===== src/hw/rtl/bpmr_pkg.sv =====
// ----------------------------------------------------------------------------
// bpmr_pkg
// Shared types and constants for the bad pixel mean replacement block.
// ----------------------------------------------------------------------------
package bpmr_pkg;

  localparam int MAX_ROWS_DEF   = 256;
  localparam int MAX_COLS_DEF   = 256;
  localparam int PIXEL_BITS_DEF = 16;
  localparam int MAX_RADIUS_DEF = 7;

  localparam int CFG_IDX_W = 2;

  typedef enum logic [1:0] {
    MODE_WRITE   = 2'd0,
    MODE_READ    = 2'd1,
    MODE_CORRECT = 2'd2,
    MODE_NONE    = 2'd3
  } mode_t;

  typedef enum logic [CFG_IDX_W-1:0] {
    CFG_FRAME_ROWS    = 2'd0,
    CFG_FRAME_COLS    = 2'd1,
    CFG_KERNEL_RADIUS = 2'd2,
    CFG_UNUSED        = 2'd3
  } cfg_idx_t;

  typedef struct packed {
    logic [1:0]  mode;
    logic [7:0]  row;
    logic [7:0]  col;
    logic [15:0] pixel_in;
  } in_item_t;

  typedef struct packed {
    logic [15:0] pixel_out;
    logic        replaced;
    logic        coord_error;
  } out_item_t;

  // divider handshake
  typedef struct packed {
    logic start;
  } div_ctl_t;

  typedef struct packed {
    logic busy;
    logic done;
  } div_sts_t;

endpackage


===== src/hw/rtl/bpmr_div.sv =====
// ----------------------------------------------------------------------------
// bpmr_div
// Restoring divider, one quotient bit per cycle.
// ----------------------------------------------------------------------------
module bpmr_div #(
  parameter int NUM_W = 24,
  parameter int DEN_W = 8
) (
  input  logic                          clk,
  input  logic                          rst_n,
  input  bpmr_pkg::div_ctl_t            ctl,
  input  logic [NUM_W-1:0]              num,
  input  logic [DEN_W-1:0]              den,
  output bpmr_pkg::div_sts_t            sts,
  output logic [NUM_W-1:0]              quo
);

  localparam int CNT_W = $clog2(NUM_W + 1);

  logic [NUM_W-1:0] quo_r, quo_nxt;
  logic [DEN_W:0]   rem_r, rem_nxt;
  logic [DEN_W-1:0] den_r, den_nxt;
  logic [CNT_W-1:0] cnt_r, cnt_nxt;
  logic             busy_r, busy_nxt;
  logic             done_r, done_nxt;
  logic [DEN_W:0]   trial;

  // one shift-subtract step
  always_comb begin
    quo_nxt  = quo_r;
    rem_nxt  = rem_r;
    den_nxt  = den_r;
    cnt_nxt  = cnt_r;
    busy_nxt = busy_r;
    done_nxt = 1'b0;
    trial    = {rem_r[DEN_W-1:0], quo_r[NUM_W-1]};
    if (ctl.start) begin
      quo_nxt  = num;
      rem_nxt  = '0;
      den_nxt  = den;
      cnt_nxt  = CNT_W'(NUM_W);
      busy_nxt = 1'b1;
    end else if (busy_r) begin
      if (trial >= {1'b0, den_r}) begin
        rem_nxt = trial - {1'b0, den_r};
        quo_nxt = {quo_r[NUM_W-2:0], 1'b1};
      end else begin
        rem_nxt = trial;
        quo_nxt = {quo_r[NUM_W-2:0], 1'b0};
      end
      cnt_nxt = cnt_r - 1'b1;
      if (cnt_r == CNT_W'(1)) begin
        busy_nxt = 1'b0;
        done_nxt = 1'b1;
      end
    end
  end

  always_ff @(posedge clk) begin
    quo_r <= quo_nxt;
    rem_r <= rem_nxt;
    den_r <= den_nxt;
    if (!rst_n) begin
      cnt_r  <= '0;
      busy_r <= 1'b0;
      done_r <= 1'b0;
    end else begin
      cnt_r  <= cnt_nxt;
      busy_r <= busy_nxt;
      done_r <= done_nxt;
    end
  end

  assign sts.busy = busy_r;
  assign sts.done = done_r;
  assign quo      = quo_r;

endmodule


===== config.mk =====
export PLATFORM = sky130hd
export DESIGN_NAME = bpmr_div
export DESIGN_NICKNAME = d
export VERILOG_FILES = /design/src/hw/rtl/bpmr_pkg.sv /design/src/hw/rtl/bpmr_div.sv
export SDC_FILE = /design/constraint.sdc
export NUM_CORES = 1
export LEC_CHECK = 0
export BUFFER_PORTS_ARGS = -buffer_cell sky130_fd_sc_hd__clkbuf_2
export CAP_MARGIN = 40
export CORE_UTILIZATION = 25
export CTS_BUF_LIST = sky130_fd_sc_hd__clkbuf_8
export CTS_CLUSTER_SIZE = 40
export DETAILED_ROUTE_END_ITERATION = 10
export PLACE_DENSITY_LB_ADDON = 0.12
export SLEW_MARGIN = 40
export SYNTH_ARGS = -nofsm -noshare
export SYNTH_HDL_FRONTEND = slang
export SYNTH_SLANG_ARGS = --single-unit

===== constraint.sdc =====
create_clock -name clk -period 1.8 [get_ports clk]
set_input_delay 0.18 -clock clk [delete_from_list [all_inputs] [get_ports clk]]
set_output_delay 0.18 -clock clk [all_outputs]
set_load 0.01 [all_outputs]

# Word level (Yosys, flattened, before mapping)

Index checks and enable logic that the tools add are counted.

Register bits: 47
Word-level logic and storage cells: 26
Input bits: 35
Output and inout port bits: 26

Bitwise logic cells: 2
Reduce and logical (&&, ||, !) cells: 3
Add/sub/neg operators: 2
Multiplexer cells: 10
Eq/ne operators: 1
Order comparisons: 1

Operators with widths:

| operator            | count |
|---|---|
| $mux 24             | 2 |
| $mux 5              | 2 |
| $ge 9x8->1          | 1 |
| $mux 8              | 1 |
| $sub 8x8->8         | 1 |
| $eq 5x1->1 const B  | 1 |
| $mux 1              | 5 |
| $sub 5x1->5 const B | 1 |
| $reduce_or 3->1     | 1 |
| $not 1->1           | 2 |
| $reduce_bool 2->1   | 1 |
| $reduce_or 2->1     | 1 |

# Logic depth before layout (Yosys ltp)

Gate-level depths: netlist (run 1).

Word-level depth: 4
Gate-level depth with buffers: 8
Depth with buffers taken out: 8

# Least setup slack after synthesis (run 1)

OpenSTA, ideal clock, no wires.

Path kind: register -> register
From: register quo_r[23], in the netlist quo[23]
To: register rem_r[6]
Stages on the path, launching flop included: 9
Arrival: 1,839 ps
Path slack: -123 ps
Clock period less this slack: 1,923 ps
Library setup time: 84 ps
Path buffers: 0
Cell sequence: edfxtp_1 inv_1 ha_1 fa_1 nand2b_1 a21oi_1 or4b_1 and4_1 o31ai_2

Longest elaborated chain between the ends: 2
Elaborated cells on any way between the ends: 3
Those cells by class: 1 x add/sub; 1 x order compare; 1 x mux

Ends and longest elaborated chain:

| what                                      | line                           | source |
|---|---|---|
| start, declared                           | bpmr_div.sv:20                 | `logic [NUM_W-1:0] quo_r, quo_nxt;` |
| start signal, assigned                    | bpmr_div.sv:60                 | `quo_r <= quo_nxt;` |
| $sub 8x8->8 or $ge 9x8->1 (tied branches) | bpmr_div.sv:45, bpmr_div.sv:44 |  |
| $mux 8 *                                  | bpmr_div.sv:44                 | `if (trial >= {1'b0, den_r}) begin` |
| end signal, assigned                      | bpmr_div.sv:61                 | `rem_r <= rem_nxt;` |
| end, declared                             | bpmr_div.sv:21                 | `logic [DEN_W:0] rem_r, rem_nxt;` |

Every way passes the cells marked *; elsewhere a longest branch is shown, timed or not.
A chain may end at the register's enable or synchronous reset.

# Worst setup path in the final report (run 1)

From: register den_r[4]
To: register rem_r[0]

Longest elaborated chain between the ends: 2

Ends and longest elaborated chain:

| what                   | line           | source |
|---|---|---|
| start, declared        | bpmr_div.sv:22 | `logic [DEN_W-1:0] den_r, den_nxt;` |
| start signal, assigned | bpmr_div.sv:62 | `den_r <= den_nxt;` |
| $ge 9x8->1             | bpmr_div.sv:44 |  |
| $mux 8                 | bpmr_div.sv:44 |  |

No other way between the ends.

==> flow_summary.rst, run 1 <==
.. list-table::
   :header-rows: 1

   * - Metric
     - Value
   * - Critical-path maximum fanout
     - 5
   * - Leakage power
     - 1.37 nW
   * - Clock slew at reported path FFs
     - 0.09 ns
   * - Clk Tree Root Cell
     - sky130_fd_sc_hd__clkbuf_8
   * - Commonest cells after routing, fill and taps aside
     - 60 x sky130_fd_sc_hd__clkbuf_2, 35 x sky130_fd_sc_hd__buf_4, 32 x sky130_fd_sc_hd__edfxtp_1
   * - Tightest slew margin relative to the limit
     - 65.3%
   * - Post-synthesis adder-cell area fraction
     - 6.22%
   * - Parity-gate share of the synthesized area counting xor and xnor cells
     - 3.38%
   * - Wire length of the first global-routing pass
     - 8360 um
   * - Met3 track utilization from global routing
     - 3.05%
   * - Cell accounting for the most synthesized area
     - sky130_fd_sc_hd__edfxtp_1
   * - Final routed wire length divided by cell count
     - 13.1 um
   * - Core area
     - 8890 um^2
   * - Number of failing setup endpoints in the final timing report
     - 8
   * - Critical Setup Path Class
     - register to register
   * - Fraction of met1 tracks used by global routing
     - 14.6%
   * - Detailed Route Iter0 Violations
     - 61
   * - CTS Buf Count
     - 5
   * - Endpoint type of the worst setup path
     - register
   * - Final critical-path required period
     - 1.91 ns
   * - Leading cell type in the layout, fill and taps excluded
     - sky130_fd_sc_hd__clkbuf_2
   * - Die Width
     - 98.6 um
   * - Post-detail-place hpwl
     - 3680 um
   * - Most used routing layer
     - met2
   * - Buffers added on ports
     - 60
   * - Tightest Pin Transition
     - 0.518 ns
   * - Dominant combinational cell family by area after synthesis
     - multiplexers
   * - Violated checks
     - negative setup slack
   * - Unique masters post-synth
     - 43
   * - Worst Setup Start Kind
     - register
   * - Total routed wirelength
     - 5120 um
   * - Avg Inst Size Synth
     - 12.5 um^2
   * - Worst EP required
     - 2.00 ns
   * - Global Route Usage Sum
     - 11.1%
   * - Max H-tree Level
     - 2
   * - Netlist Area Pre-Place
     - 2330 um^2
   * - Dpl ws
     - -0.233 ns
   * - Fill count
     - 891
   * - Synth Warn #
     - 0
   * - Fraction of the mapped netlist area in compound gates
     - 9.28%
   * - Post-route setup TNS
     - -0.627 ns
   * - Maximum count of clock buffers along a single path
     - 2
   * - Average via count per standard cell
     - 4.32
   * - Count of placed standard cells in the final layout, fillers left out
     - 391
   * - Vias in the first global route
     - 1725
   * - Max-cap violations
     - 0
   * - Area Growth Syn to Fin
     - 36.6%
   * - Via count
     - 1691
   * - Largest voltage drop on the vdd net
     - 0.000281 V
   * - Worst skew pair latency
     - 0.30 ns
   * - Count of final hold-check violations
     - 0
   * - Seq/Total Area, Yosys
     - 54.1%
   * - Met2 track demand over resource
     - 17.3%
   * - Final weighted congestion in routability-driven placement
     - 0.711
   * - Starting utilization of the core area
     - 26.2%
   * - Syn_nets
     - 232
   * - Initial antenna violation count
     - 0
   * - Number of synthesized register bits
     - 47
   * - Cell count after synthesis
     - 186
   * - Total gr overflow
     - 0
   * - Pin count of the biggest net entering global routing
     - 20
   * - Cell Rows
     - 34
   * - Share of synthesized area spent on multiplexers
     - 13.3%
   * - Antenna violation net count after detailed routing
     - 0
   * - Achievable Freq
     - 525 MHz
   * - Number of optimization iterations in the first detailed-route pass
     - 4
   * - Crit share post-route
     - 106%
   * - Final setup skew
     - 0.00680 ns
   * - Max-slew violation count
     - 0
   * - Number of placed cells counting well taps
     - 375
   * - Share of synthesized cell area in and, or, nand and nor gates
     - 9.71%
   * - Total DRC errors in the routed layout
     - 0
   * - Number of top-level pins
     - 61
   * - Antenna diodes
     - 0
   * - Top area cells in the synthesized netlist
     - sky130_fd_sc_hd__edfxtp_1 41%, sky130_fd_sc_hd__dfxtp_1 13%, sky130_fd_sc_hd__mux2_2 12%, sky130_fd_sc_hd__ha_1 5.4%, sky130_fd_sc_hd__xor2_1 2.6%
   * - Die footprint
     - 9720 um^2
   * - Nets
     - 328
   * - Number of clock sinks
     - 47
   * - Ratio of cells with drive above 1 in the final layout
     - 52.7%
   * - Data arrival, critical path
     - 2.10 ns
   * - Pwr dens
     - 788 nW/um^2
   * - Setup slack of the critical path after layout
     - -0.106 ns
   * - Hold WC Path Type
     - input port to register
   * - Run status
     - complete, but fails checks
   * - CTS tree
     - done
   * - Share of Yosys cell area claimed by the top area cell type
     - 41.2%
   * - Height of the chip
     - 98.6 um
   * - RSZ-0062 raised after global routing
     - yes
-- Yosys cell counts (all sizes together) --
library cell	number
edfxtp	32
mux2	24
dfxtp	15
nor2	14
inv	13
ha	10
nand2	10
xor2	7
buf	6
a21oi	5
nand2b	5
o21ai	5
a211oi	4
mux2i	4
a21o	3
clkbuf	2
nand3	2
nor2b	2
nor3	2
o21a	2
or4b	2
xnor2	2
a221oi	1
a22o	1
a31oi	1
and2b	1
and3	1
and4	1
fa	1
nand3b	1
nor4	1
o221ai	1
o2bb2a	1
o311a	1
o31ai	1
o32ai	1
or2	1
-- layer usage --
layer  vias to the layer above  routed length (um)
li1                        868                   -
met1                       780                2500
met4                         0                  64
met2                        37                2300
met5                         -                   0
met3                         6                 255
-- area by class of cell --
type | instances | area (um^2) | area share, %
tap | 108 | 135 | 4.24
timing repair buffer | 96 | 574 | 18.0
inverter | 13 | 48.8 | 1.53
clock inverter | 3 | 20.0 | 0.628
multi-input combinational | 119 | 1080 | 33.8
sequential | 47 | 1260 | 39.6
clock buffer | 5 | 68.8 | 2.16
-- registers in the layout (all words and copies together) (netlist names) --
signal  cells
cnt_r       5
quo        24
rem_r       8
busy_r      1
done_r      1
den_r       8
-- worst max-delay path, stage by stage (launching register included) --
cell	delay (ns)
sky130_fd_sc_hd__edfxtp_1	0.38
sky130_fd_sc_hd__inv_2	0.09
sky130_fd_sc_hd__ha_4	0.20
sky130_fd_sc_hd__a21o_1	0.21
sky130_fd_sc_hd__a221oi_4	0.34
sky130_fd_sc_hd__buf_4	0.18
sky130_fd_sc_hd__o21ai_4	0.07
sky130_fd_sc_hd__o311a_1	0.33
-- stage by stage --
stage / hold WS [ns] / power [mW] / instance area (um^2) / utilization, %
after CTS: 0.0500 / 2.55 / 3160 / 35.5
after floorplan: 0.279 / 1.61 / 2340 / -
after global placement: 0.360 / 1.84 / 2950 / 33.1
after detailed placement: 0.363 / 1.83 / 2950 / 33.1
after global routing: 0.0447 / 2.65 / 3190 / 35.8
final: 0.0553 / 2.51 / 3190 / 35.8
-- what timing repair did --
item                       in CTS  in global routing
buffers inserted                5                  2
pin swaps                       7                  4
gates resized for setup        11                  5
hold buffers                    0                  0
gates cloned                    1                  0
setup endpoints to repair       9                  9
-- path summary, 6_finish.rpt --
| path | startpoint | endpoint | slack [ns] | cells after the start |
|---|---|---|---|---|
| max reg2reg | den_r[4] | rem_r[0] | -0.11 | 7 |
| min | den[4] | den_r[4] | 0.06 | 1 |
| max | den_r[4] | rem_r[0] | -0.11 | 7 |
| min reg2reg | rem_r[4] | rem_r[4] | 0.51 | 2 |
-- report_power, final --
part           switching, mW  total [mW]  leakage [nW]  internal [mW]
clock network          0.377       0.651        0.0460          0.274
logic                  0.260       0.546         0.879          0.286
registers             0.0535        1.31         0.443           1.26
total                  0.691        2.51          1.37           1.82
-- cell families after synthesis --
| logic type | after synthesis |
|---|---|
| AO/OA/AOI/OAI | 27 |
| XOR/XNOR | 9 |
| multiplexers | 28 |
| buffers and inverters | 21 |
| AND/OR/NAND/NOR | 43 |
| flip-flops | 47 |
| adder cells (fa/ha/maj) | 11 |
Power figures use the tool's default switching activity.
==> run 2, diff against run 1 <==
--- a/config.mk
+++ b/config.mk
@@ -11,8 +11,10 @@
 export CTS_BUF_LIST = sky130_fd_sc_hd__clkbuf_8
 export CTS_CLUSTER_SIZE = 40
 export DETAILED_ROUTE_END_ITERATION = 10
+export MAX_ROUTING_LAYER = met4
 export PLACE_DENSITY_LB_ADDON = 0.12
 export SLEW_MARGIN = 40
 export SYNTH_ARGS = -nofsm -noshare
 export SYNTH_HDL_FRONTEND = slang
 export SYNTH_SLANG_ARGS = --single-unit
+export TNS_END_PERCENT = 50
==> run 2 against run 1 <==
  * Power decreased by 1.6%
  * Clock skew grew 0.0020 ns
  * Fmax up 1.2%
  * Global-route usage up 0.83 points
  * Hold slack lost 0.0012 ns
  * First-iteration DRC count did not move
  * Critical path depth decreased by 1
  * Routed wire length rose by 1.4%
  * The run still ends with negative setup slack left
  * Clock power is 4.3% lower
  * Combinational power fell by 2%
==> flow_summary.rst, run 2 (same netlist as run 1, synthesis figures left out) <==
.. list-table::
   :header-rows: 1

   * - Metric
     - Value
   * - Cell Rows
     - 34
   * - Crit share post-route
     - 105%
   * - Ratio of cells with drive above 1 in the final layout
     - 52.0%
   * - Count of placed standard cells in the final layout, fillers left out
     - 385
   * - R2r startpoint
     - den_r[4]
   * - Switching pwr
     - 0.674 mW
   * - Data arrival, critical path
     - 1.94 ns
   * - CTS tree
     - done
   * - Reg2reg end
     - quo[0]
   * - Hold path endpoint
     - den_r[5]
   * - Pin count of the biggest net entering global routing
     - 28
   * - Global Route Usage Sum
     - 11.9%
   * - Die Width
     - 98.6 um
   * - Clk Tree Root Cell
     - sky130_fd_sc_hd__clkbuf_8
   * - Via count
     - 1704
   * - RSZ-0062 raised after global routing
     - yes
   * - Pwr dens
     - 788 nW/um^2
   * - Worst Setup Start Kind
     - register
   * - Net switching share of the total power
     - 27.3%
   * - Max-slew violation count
     - 0
   * - Antenna violation net count after detailed routing
     - 0
   * - Design internal power
     - 1.80 mW
   * - CTS Buf Count
     - 5
   * - Total DRC errors in the routed layout
     - 0
   * - Count of final hold-check violations
     - 0
   * - Number of placed cells counting well taps
     - 371
   * - Number of flip-flops in the largest register
     - 24
   * - Hold WC Path Type
     - input port to register
   * - Starting utilization of the core area
     - 26.2%
   * - Max-cap violations
     - 0
   * - Total of hold buffers inserted after clock tree synthesis
     - 0
   * - Worst Reg-to-Reg Cells
     - 6
   * - Total routed wirelength
     - 5200 um
   * - Clock group share of total power
     - 25.2%
   * - Core area
     - 8890 um^2
   * - Detailed Route Iter0 Violations
     - 61
   * - Hold Path Origin
     - den[5]
   * - Post-detail-place hpwl
     - 3730 um
   * - Proportion of power drawn by combinational gates
     - 21.6%
   * - Critical Setup Path Class
     - register to register
   * - Worst skew pair latency
     - 0.30 ns
   * - Final weighted congestion in routability-driven placement
     - 0.723
   * - Antenna diodes
     - 0
   * - Commonest cells after routing, fill and taps aside
     - 60 x sky130_fd_sc_hd__clkbuf_2, 32 x sky130_fd_sc_hd__edfxtp_1, 29 x sky130_fd_sc_hd__buf_4
   * - Clock slew at reported path FFs
     - 0.09 ns
   * - Setup slack of the critical path after layout
     - -0.0830 ns
   * - Hold Path Stages
     - 1
   * - Final setup skew
     - 0.00883 ns
   * - Seq pwr share
     - 53.2%
   * - Largest voltage drop on the vdd net
     - 0.000277 V
   * - Critical-path maximum fanout
     - 5
   * - Tightest slew margin relative to the limit
     - 64.6%
   * - Endpoint type of the worst setup path
     - register
   * - Run status
     - complete, but fails checks
   * - Die footprint
     - 9720 um^2
   * - Number of optimization iterations in the first detailed-route pass
     - 4
   * - Vias in the first global route
     - 1727
   * - Total gr overflow
     - 0
   * - Number of clock sinks
     - 47
   * - Wire length of the first global-routing pass
     - 8620 um
   * - Final routed wire length divided by cell count
     - 13.5 um
   * - Violated checks
     - negative setup slack
   * - Number of failing setup endpoints in the final timing report
     - 6
   * - Maximum count of clock buffers along a single path
     - 2
   * - Buffers added on ports
     - 60
   * - Tightest Pin Transition
     - 0.529 ns
   * - Leading cell type in the layout, fill and taps excluded
     - sky130_fd_sc_hd__clkbuf_2
   * - Height of the chip
     - 98.6 um
   * - Max H-tree Level
     - 2
   * - R2R setup slack
     - -0.08 ns
   * - Area Growth Syn to Fin
     - 34.5%
   * - Achievable Freq
     - 531 MHz
   * - Layout Utilization
     - 35.3%
   * - Average via count per standard cell
     - 4.43
   * - Leakage power
     - 1.35 nW
   * - Nets
     - 322
   * - Final critical-path required period
     - 1.88 ns
   * - Worst EP required
     - 1.86 ns
   * - Number of top-level pins
     - 61
   * - Initial antenna violation count
     - 0
==> run 2: worst max path at each step <==
stage	from	to	slack (ns)	cells after the start
4_1_cts	den_r[4]	quo[0]	-0.09	6
5_1_grt	quo[23]	rem_r[6]	-0.20	8
3_5_place_dp	den_r[6]	quo[0]	-0.19	6
2_1_floorplan	quo[23]	rem_r[6]	-0.12	8
3_3_place_gp	quo[23]	rem_r[2]	-0.15	7
6_report	den_r[4]	quo[0]	-0.08	6
==> run 2: final cells by class <==
type | count | area, um^2
multi-input combinational | 119 | 1080
fill | 903 | 5750
tap | 108 | 135
clock inverter | 3 | 12.5
sequential | 47 | 1260
timing repair buffer | 90 | 529
inverter | 13 | 48.8
clock buffer | 5 | 68.8
==> run 2: power by group through the flow <==
stage	Sequential (mW)	Combinational (mW)	Clock, mW
final	1.31	0.534	0.623
after global placement	1.34	0.497	0
after global routing	1.33	0.588	0.700
after detailed placement	1.34	0.488	0
after CTS	1.32	0.532	0.654
after floorplan	1.35	0.255	0
==> run 2: repair_timing <==
action / CTS / global route
resized for setup: 11 / 6
cloned: 1 / 0
buffers inserted: 4 / 1
endpoints found under the setup margin: 9 / 9
pin swaps: 5 / 3
==> run 2: metrics by stage <==
step / total power, mW / TNS (ns) / hold WS [ns] / cell area, um^2 / setup slack [ns]
3_5_place_dp: 1.82 / -1.31 / 0.359 / 2920 / -0.191
4_1_cts: 2.50 / -0.485 / 0.0459 / 3110 / -0.0948
2_1_floorplan: 1.61 / -0.225 / 0.279 / 2340 / -0.122
3_3_place_gp: 1.83 / -1.04 / 0.359 / 2920 / -0.153
5_1_grt: 2.62 / -1.12 / 0.0336 / 3140 / -0.204
6_report: 2.47 / -0.322 / 0.0541 / 3140 / -0.0830
==> run 2: metal layers <==
metal	track usage (%)	vias up	part of all wire [%]	wire [um]
li1	-	854	-	-
met1	15.6	810	50	2580
met2	18.3	36	46	2380
met3	2.55	4	3.6	187
met4	3.79	0	0.88	46
met5	-	-	0	0
==> run 2: worst max-delay path, cell delays in order, from the launching register on <==
cell,delay [ns]
sky130_fd_sc_hd__edfxtp_1,0.39
sky130_fd_sc_hd__inv_2,0.08
sky130_fd_sc_hd__ha_4,0.20
sky130_fd_sc_hd__a21o_1,0.21
sky130_fd_sc_hd__a221oi_4,0.33
sky130_fd_sc_hd__o21ai_4,0.15
sky130_fd_sc_hd__mux2_2,0.28
